**config.mk**
```make
export PLATFORM = sky130hd
export DESIGN_NAME = lowest_free_room_allocator_core
export DESIGN_NICKNAME = d
export VERILOG_FILES = /design/src/hdl/lfra_pkg.sv /design/src/hdl/lfra_room_file.sv /design/src/hdl/lowest_free_room_allocator_core.sv
export SDC_FILE = /design/constraint.sdc
export NUM_CORES = 2
export LEC_CHECK = 0
export BUFFER_PORTS_ARGS = -buffer_cell sky130_fd_sc_hd__buf_4
export CAP_MARGIN = 20
export CELL_PAD_IN_SITES_DETAIL_PLACEMENT = 1
export CELL_PAD_IN_SITES_GLOBAL_PLACEMENT = 2
export CORE_MARGIN = 2
export CORE_UTILIZATION = 45
export CTS_CLUSTER_SIZE = 14
export DETAILED_ROUTE_END_ITERATION = 7
export HOLD_SLACK_MARGIN = 0.1
export PLACE_DENSITY_LB_ADDON = 0.1
export SYNTH_ARGS = -nofsm -noshare
export SYNTH_HDL_FRONTEND = slang
export SYNTH_SLANG_ARGS = --single-unit
```
**constraint.sdc**
```tcl
create_clock -name clock -period 7.8 [get_ports clock]
set_input_delay 1.56 -clock clock [delete_from_list [all_inputs] [get_ports clock]]
set_output_delay 1.56 -clock clock [all_outputs]
set_load 0.1 [all_outputs]
```
**src/hdl/lfra_pkg.sv**
```systemverilog
// ----------------------------------------------------------------------------
// Lowest free room allocator: shared package
// Types and constants used by the allocator core and its room file.
// ----------------------------------------------------------------------------
package lfra_pkg;

   // number of rooms held in the room file
   localparam int unsigned ROOMS  = 16;
   localparam int unsigned RIDX_W = (ROOMS > 1) ? $clog2(ROOMS) : 1;

   localparam int unsigned TIME_W  = 48;
   localparam int unsigned COUNT_W = 32;
   localparam int unsigned IN_W    = 32;
   localparam int unsigned CFG_W   = 5;

   // reset value of the rooms-in-use register
   localparam logic [CFG_W-1:0] ROOMS_IN_USE_RESET = 5'd16;

   // register indexes on the configuration port
   localparam logic REG_ROOMS_IN_USE = 1'b0;

   typedef logic [RIDX_W-1:0]  room_idx_type;
   typedef logic [TIME_W-1:0]  time_type;
   typedef logic [COUNT_W-1:0] count_type;

   // sequencer states
   typedef enum logic [2:0] {
      ST_IDLE,
      ST_SCAN,
      ST_UPDATE,
      ST_BEST,
      ST_DONE
   } state_type;

   // write port of the room file
   typedef struct packed {
      logic         en;
      room_idx_type idx;
      time_type     free_at;
      count_type    uses;
   } room_wr_type;

endpackage

```
**src/hdl/lfra_room_file.sv**
```systemverilog
// ----------------------------------------------------------------------------
// Lowest free room allocator: room file
// Free-at time and use count per room; one scan read, one pick read, one write.
// ----------------------------------------------------------------------------
module lfra_room_file (
   input  logic                  clock,
   input  logic                  reset,
   input  lfra_pkg::room_idx_type scan_idx,
   output lfra_pkg::time_type     scan_free_at,
   input  lfra_pkg::room_idx_type pick_idx,
   output lfra_pkg::count_type    pick_uses,
   input  lfra_pkg::room_wr_type  wr
);

   lfra_pkg::time_type  free_at_ff [lfra_pkg::ROOMS];
   lfra_pkg::count_type uses_ff    [lfra_pkg::ROOMS];

   // state update: reset clears every room
   always_ff @(posedge clock) begin
      if (reset) begin
         for (int r = 0; r < lfra_pkg::ROOMS; r++) begin
            free_at_ff[r] <= '0;
            uses_ff[r]    <= '0;
         end
      end else if (wr.en) begin
         free_at_ff[wr.idx] <= wr.free_at;
         uses_ff[wr.idx]    <= wr.uses;
      end
   end

   // read ports
   assign scan_free_at = free_at_ff[scan_idx];
   assign pick_uses    = uses_ff[pick_idx];

endmodule

```
**src/hdl/lowest_free_room_allocator_core.sv**
```systemverilog
// ----------------------------------------------------------------------------
// Lowest free room allocator core
// Places each booking in the lowest free room, or delays it into the room that
// frees earliest; tracks use counts and the running most-booked room.
//
//   channel   direction  handshake            payload
//   req_      in         req_valid/req_ready  start_time, end_time
//   rsp_      out        rsp_valid/rsp_ready  assigned_room, was_delayed,
//                                             actual_end, most_booked_room
//   csr       in         psel/penable/pready  rooms_in_use at addresses 0 to 3
//
// An accepted beat is scanned one room per cycle through a single compare
// unit, up to the first free room or the last room in use, then passes the
// update, best-room and hand-off states before the next beat can be taken.
// Reset is synchronous; it clears all rooms and the counts.
// req_ready is high only in idle; the result register lets a new beat be
// taken while the previous result still waits on rsp_ready.
// ----------------------------------------------------------------------------
module lowest_free_room_allocator_core (
   input  logic        clock,
   input  logic        reset,
   // booking requests
   input  logic        req_valid,
   output logic        req_ready,
   input  logic [31:0] req_start_time,
   input  logic [31:0] req_end_time,
   // allocation results
   output logic        rsp_valid,
   input  logic        rsp_ready,
   output logic [3:0]  rsp_assigned_room,
   output logic        rsp_was_delayed,
   output logic [47:0] rsp_actual_end,
   output logic [3:0]  rsp_most_booked_room,
   // configuration
   input  logic        psel,
   input  logic        penable,
   input  logic        pwrite,
   input  logic [2:0]  paddr,
   input  logic [31:0] pwdata,
   output logic [31:0] prdata,
   output logic        pready
);

   lfra_pkg::state_type    state_ff, state_in;
   logic [lfra_pkg::CFG_W-1:0] cfg_ff, cfg_in;
   logic [lfra_pkg::IN_W-1:0]  start_ff, start_in;
   logic [lfra_pkg::IN_W-1:0]  dur_ff, dur_in;
   lfra_pkg::room_idx_type idx_ff, idx_in;
   lfra_pkg::room_idx_type pick_ff, pick_in;
   lfra_pkg::time_type     early_ff, early_in;
   logic                   found_ff, found_in;
   lfra_pkg::time_type     fin_ff, fin_in;
   lfra_pkg::count_type    uses_ff, uses_in;
   lfra_pkg::room_idx_type best_room_ff, best_room_in;
   lfra_pkg::count_type    best_uses_ff, best_uses_in;
   logic                   rsp_valid_ff, rsp_valid_in;
   logic [3:0]             rsp_room_ff, rsp_room_in;
   logic                   rsp_delayed_ff, rsp_delayed_in;
   lfra_pkg::time_type     rsp_end_ff, rsp_end_in;
   logic [3:0]             rsp_best_ff, rsp_best_in;

   lfra_pkg::room_idx_type last_idx;
   lfra_pkg::time_type     scan_free_at;
   lfra_pkg::count_type    pick_uses;
   lfra_pkg::room_wr_type  wr;
   logic                   accept;
   logic                   load_rsp;
   logic                   fits;
   logic                   earlier;
   logic                   scan_end;
   logic [lfra_pkg::TIME_W:0] delay_sum;
   lfra_pkg::time_type     fin_calc;
   lfra_pkg::count_type    uses_inc;
   logic                   cfg_wr;

   // room file
   lfra_room_file u_room_file (
      .clock        (clock),
      .reset        (reset),
      .scan_idx     (idx_ff),
      .scan_free_at (scan_free_at),
      .pick_idx     (pick_ff),
      .pick_uses    (pick_uses),
      .wr           (wr)
   );

   // configuration port
   assign pready = 1'b1;
   assign cfg_wr = psel && penable && pwrite && pready && (paddr[2] == lfra_pkg::REG_ROOMS_IN_USE);
   assign cfg_in = cfg_wr ? pwdata[lfra_pkg::CFG_W-1:0] : cfg_ff;
   assign prdata = (paddr[2] == lfra_pkg::REG_ROOMS_IN_USE) ?
                   {{(32-lfra_pkg::CFG_W){1'b0}}, cfg_ff} : 32'h0;

   // highest room index taking part
   always_comb begin
      if (cfg_ff == '0) begin
         last_idx = '0;
      end else if (32'(cfg_ff) > lfra_pkg::ROOMS) begin
         last_idx = lfra_pkg::room_idx_type'(lfra_pkg::ROOMS - 1);
      end else begin
         last_idx = lfra_pkg::room_idx_type'(cfg_ff - 5'd1);
      end
   end

   // shared compare unit: free by start, and earliest so far
   assign fits     = scan_free_at <= {16'h0, start_ff};
   assign earlier  = (idx_ff == '0) || (scan_free_at < early_ff);
   assign scan_end = fits || (idx_ff == last_idx);

   // new end time and saturating count
   assign delay_sum = {1'b0, early_ff} + {17'h0, dur_ff};
   always_comb begin
      if (found_ff) begin
         fin_calc = {16'h0, start_ff} + {16'h0, dur_ff};
      end else if (delay_sum[lfra_pkg::TIME_W]) begin
         fin_calc = '1;
      end else begin
         fin_calc = delay_sum[lfra_pkg::TIME_W-1:0];
      end
   end
   assign uses_inc = (pick_uses == '1) ? pick_uses : pick_uses + 1'b1;

   // next state
   always_comb begin
      state_in = state_ff;
      case (state_ff)
         lfra_pkg::ST_IDLE: begin
            if (req_valid) state_in = lfra_pkg::ST_SCAN;
         end
         lfra_pkg::ST_SCAN: begin
            if (scan_end) state_in = lfra_pkg::ST_UPDATE;
         end
         lfra_pkg::ST_UPDATE: state_in = lfra_pkg::ST_BEST;
         lfra_pkg::ST_BEST:   state_in = lfra_pkg::ST_DONE;
         lfra_pkg::ST_DONE: begin
            if (!rsp_valid_ff || rsp_ready) state_in = lfra_pkg::ST_IDLE;
         end
         default: state_in = lfra_pkg::ST_IDLE;
      endcase
   end

   // sequencer outputs
   always_comb begin
      req_ready = 1'b0;
      wr        = '0;
      load_rsp  = 1'b0;
      case (state_ff)
         lfra_pkg::ST_IDLE: req_ready = 1'b1;
         lfra_pkg::ST_SCAN: ;
         lfra_pkg::ST_UPDATE: begin
            wr.en      = 1'b1;
            wr.idx     = pick_ff;
            wr.free_at = fin_calc;
            wr.uses    = uses_inc;
         end
         lfra_pkg::ST_BEST: ;
         lfra_pkg::ST_DONE: load_rsp = !rsp_valid_ff || rsp_ready;
         default: ;
      endcase
   end

   assign accept = req_valid && req_ready;

   // datapath next values
   always_comb begin
      start_in     = start_ff;
      dur_in       = dur_ff;
      idx_in       = idx_ff;
      pick_in      = pick_ff;
      early_in     = early_ff;
      found_in     = found_ff;
      fin_in       = fin_ff;
      uses_in      = uses_ff;
      best_room_in = best_room_ff;
      best_uses_in = best_uses_ff;
      // capture the beat and its duration
      if (accept) begin
         start_in = req_start_time;
         dur_in   = (req_end_time > req_start_time) ? req_end_time - req_start_time : '0;
         idx_in   = '0;
         pick_in  = '0;
         found_in = 1'b0;
      end
      // one room per cycle
      if (state_ff == lfra_pkg::ST_SCAN) begin
         if (fits) begin
            pick_in  = idx_ff;
            found_in = 1'b1;
         end else begin
            if (earlier) begin
               early_in = scan_free_at;
               pick_in  = idx_ff;
            end
            if (!scan_end) idx_in = lfra_pkg::room_idx_type'(idx_ff + 1'b1);
         end
      end
      if (wr.en) begin
         fin_in  = fin_calc;
         uses_in = uses_inc;
      end
      // running most-booked room
      if (state_ff == lfra_pkg::ST_BEST) begin
         if ((uses_ff > best_uses_ff) ||
             ((uses_ff == best_uses_ff) && (pick_ff < best_room_ff))) begin
            best_uses_in = uses_ff;
            best_room_in = pick_ff;
         end
      end
   end

   // result register
   always_comb begin
      rsp_valid_in   = rsp_valid_ff;
      rsp_room_in    = rsp_room_ff;
      rsp_delayed_in = rsp_delayed_ff;
      rsp_end_in     = rsp_end_ff;
      rsp_best_in    = rsp_best_ff;
      if (load_rsp) begin
         rsp_valid_in   = 1'b1;
         rsp_room_in    = 4'(pick_ff);
         rsp_delayed_in = !found_ff;
         rsp_end_in     = fin_ff;
         rsp_best_in    = 4'(best_room_ff);
      end else if (rsp_ready) begin
         rsp_valid_in = 1'b0;
      end
   end

   // control registers
   always_ff @(posedge clock) begin
      if (reset) begin
         state_ff     <= lfra_pkg::ST_IDLE;
         cfg_ff       <= lfra_pkg::ROOMS_IN_USE_RESET;
         best_room_ff <= '0;
         best_uses_ff <= '0;
         rsp_valid_ff <= 1'b0;
      end else begin
         state_ff     <= state_in;
         cfg_ff       <= cfg_in;
         best_room_ff <= best_room_in;
         best_uses_ff <= best_uses_in;
         rsp_valid_ff <= rsp_valid_in;
      end
   end

   // payload registers
   always_ff @(posedge clock) begin
      start_ff       <= start_in;
      dur_ff         <= dur_in;
      idx_ff         <= idx_in;
      pick_ff        <= pick_in;
      early_ff       <= early_in;
      found_ff       <= found_in;
      fin_ff         <= fin_in;
      uses_ff        <= uses_in;
      rsp_room_ff    <= rsp_room_in;
      rsp_delayed_ff <= rsp_delayed_in;
      rsp_end_ff     <= rsp_end_in;
      rsp_best_ff    <= rsp_best_in;
   end

   assign rsp_valid            = rsp_valid_ff;
   assign rsp_assigned_room    = rsp_room_ff;
   assign rsp_was_delayed      = rsp_delayed_ff;
   assign rsp_actual_end       = rsp_end_ff;
   assign rsp_most_booked_room = rsp_best_ff;

   // checks
   a_scan_in_range: assert property (@(posedge clock) disable iff (reset)
      (state_ff == lfra_pkg::ST_SCAN) |-> (idx_ff <= last_idx))
      else $error("scan index beyond active rooms");

   a_accept_starts_scan: assert property (@(posedge clock) disable iff (reset)
      accept |=> ((state_ff == lfra_pkg::ST_SCAN) && (idx_ff == '0)))
      else $error("accepted beat did not start a scan at room zero");

   a_free_end_fits: assert property (@(posedge clock) disable iff (reset)
      (rsp_valid_ff && !rsp_delayed_ff) |-> (rsp_end_ff[47:32] == 16'h0))
      else $error("undelayed booking ends beyond the request range");

   a_room_active: assert property (@(posedge clock) disable iff (reset)
      rsp_valid_ff |-> (rsp_room_ff <= 4'(last_idx)))
      else $error("booking placed in a room outside the allocation");

endmodule
```
==> out/results.tsv <==
stage	metric	value	unit
outcome	status	completed	
floorplan	die_y	412.6	um
pwr	leakagePower	31.40	nW
floorplan	die_x	412.6	um
finish	multiInputGateArea	25610	um^2
sta	setup_viol	0	
clock_network	hold_buffers	0	
sta	rsz0062_at_grt	false	
route	vias	48250	
yosys	synth_xor_area_share	1.246	%
sta	fin_crit	5857	ps
job	maxCapViolCount	0	
clock_network	clock_sinks	1583	
clock_network	cts-root-buf	clkbuf_16	
route	avgViaCountPerCell	6.051	
clock_network	cts_tree	done	
yosys	synth_edf_count	1529	
floorplan	dieArea	170200	um^2
critical_path	criticalPathCategory	reg2reg	
clock_network	clock_latency	840	ps
critical_path	cp-end-kind	register	
finish	n_antenna_cell	0	
pwr	total_power	0.02713	W
route	routed_wl	243.8	mm
grt	grt_util_all_layers	28.75	%
pwr	power.density	320.6	nW/um^2
sta	slew_violations	0	
sta	timing.slew.headroom	6.430	%
finish	regArea	47030	um^2
floorplan	floorplan.initialDensity	45.43	%
yosys	synth-seq-area-share	62.56	%
yosys	synth-adder-area-share	3.671	%
place	gp_congestion	0.8339	
yosys	synth_ff_type	edfxtp_1	
finish	nNetsFinal	5962	
sta	finalCritPeriodShare	75.09	%
hold_path	hold_class	reg2reg	
place	place.port_buffers	140	
clock_network	cts_resized	0	
sta	final_hold_viol_count	0	
yosys	syn_inst	5548	
finish	area_growth	12.67	%
grt	grt_pass1_wl	352.1	mm
yosys	synth_top_family_by_area	multiplexers	
place	dp_hpwl	141.6	mm
yosys	ys_warn_count	0	
floorplan	rows	149	
yosys	ys_ff_latch	1583	
clock_network	numCtsBuffers	174	
route	post_drt_wl_per_cell	30.57	um
finish	layout_common_cells	edfxtp_1, nor2_1, mux4_2, buf_4, inv_1	
route	ant_nets	0	
grt	grt_max_degree	86	
sta	max_freq	170.7	MHz
floorplan	io_pins	198	
pwr	max-vdd-ir-drop	0.0002071	V
grt	antenna_found_initial	1	
finish	layout-drive-gt1-share	17.32	%
critical_path	crit_arrival	6340	ps
route	drtIter0Drc	5055	
route	drc	0	
clock_network	clkTransAtPathRegs	60	ps
grt	grt_overflow	0	
finish	fill_cells	16230	
sta	worstMarginPinSlew	1389	ps
yosys	synth_cell_type_count	99	
critical_path	critPathRequiredTime	8290	ps
sta	whs	394.8	ps
yosys	synth_compound_area_share	5.167	%
clock_network	cts_buffer_depth	3	
critical_path	crit_fanout	31	
sta	skew	68.87	ps
clock_network	postCtsSetupRepairBufs	0	
yosys	synth.cell_area	75120	um^2
sta	setup-tns-final	0	ps
clock_network	cts_htree_levels	4	
critical_path	cp-start-kind	register	
yosys	avgSynthCellArea	13.54	um^2
yosys	muxShareOfSynthArea	12.56	%
yosys	synth_simple_gate_area_share	10.76	%
finish	fin_util	51.18	%
grt	grt_pass1_vias	49870	
floorplan	core	165400	um^2
yosys	synth_async_sr_flop_share	0	%
finish	final_common_cell	edfxtp_1	
route	first_pass_iters	5	
synth_stat cells, types with 33 or more instances:
library cell / instances / area, um^2
buf_2: 33 / 165.2
dfxtp_1: 54 / 1081
o31ai_1: 35 / 262.8
o21ai_0: 79 / 395.4
edfxtp_1: 1529 / 45910
nand4_1: 47 / 294.0
nor3_1: 146 / 730.7
mux4_2: 327 / 7365
clkbuf_1: 255 / 957.2
nor2_1: 1247 / 4681
mux2i_1: 120 / 1201
inv_1: 251 / 942.2
ha_1: 214 / 2678
nand2_1: 231 / 867.1
buf_4: 45 / 337.8
a21o_1: 76 / 570.6
xnor2_1: 52 / 455.4
nand3_1: 58 / 290.3
buf_1: 44 / 165.2
a21oi_1: 204 / 1021
metrics by stage:
stage | setup WS, ps | instances | area, um^2
6_report | 1943 | 7974 | 84630
5_1_grt | 1646 | 7974 | 84630
4_1_cts | 1808 | 7968 | 84540
3_5_place_dp | 1855 | 7646 | 78830
3_3_place_gp | 1893 | 7644 | 78820
2_1_floorplan | 1430 | 5574 | 75220
area by class of cell:
class / count / share of cell area, %
repair buffers: 300 / 3.041
well taps: 2189 / 3.236
inverters: 258 / 1.152
flip-flops and latches: 1583 / 55.57
clock inverters: 86 / 1.125
multi-input cells: 3322 / 30.26
clock buffers: 236 / 5.622
worst max-delay path, cell delays in order (launching register included):
cell,delay [ps]
dfxtp_4,640
buf_12,290
buf_4,350
mux4_2,570
mux4_2,540
ha_1,320
nand4_1,150
nor2_1,250
nand2_1,110
or4_1,610
a31oi_1,530
o31ai_1,110
and2_1,220
and3_2,400
buf_4,350
power by group:
group / switching [W] / internal [W]
Sequential: 0.000417 / 0.0100
Clock: 0.00355 / 0.00479
Combinational: 0.00533 / 0.00306
Total: 0.00929 / 0.0178
final timing paths:
| check | slack (ps) | from | to | cells past startpoint |
|---|---|---|---|---|
| worst max register to register | 1940 | idx_ff[0] | early_ff[15] | 14 |
| worst min register to register | 390 | fin_ff[31] | rsp_actual_end[31] | 0 |
| worst max-delay path | 1940 | idx_ff[0] | early_ff[15] | 14 |
| worst min-delay path | 390 | fin_ff[31] | rsp_actual_end[31] | 0 |
routing by layer:
metal | share of wire [%] | up-vias | global-route usage, %
li1 | - | 20690 | -
met1 | 44 | 25540 | 41.27
met2 | 47 | 1701 | 46.41
met3 | 6.3 | 331 | 3.932
met4 | 2.3 | 0 | 7.117
met5 | 0 | - | 0
flip-flops by register name, indices dropped and copies added (netlist names), 3 cells and up:
register,cells
idx_ff,4
uses_ff,32
u_room_file.free_at_ff,768
cfg_ff,5
rsp_most_booked_room,4
start_ff,32
state_ff,3
rsp_actual_end,48
fin_ff,48
dur_ff,32
rsp_assigned_room,4
best_uses_ff,32
early_ff,48
pick_ff,4
u_room_file.uses_ff,512
best_room_ff,4
cells by family (layout without fill, tap and decap cells):
| family | count (synthesis) | count (layout) |
|---|---|---|
| mux | 486 | 486 |
| flops | 1583 | 1583 |
| compound gates | 599 | 599 |
| simple gates | 1896 | 1896 |
| xor+xnor | 94 | 94 |
| buf+inv | 669 | 880 |
| fa+ha+maj | 219 | 219 |
| other cells | 2 | 28 |
Note: power is estimated with default switching activity, not from simulation.
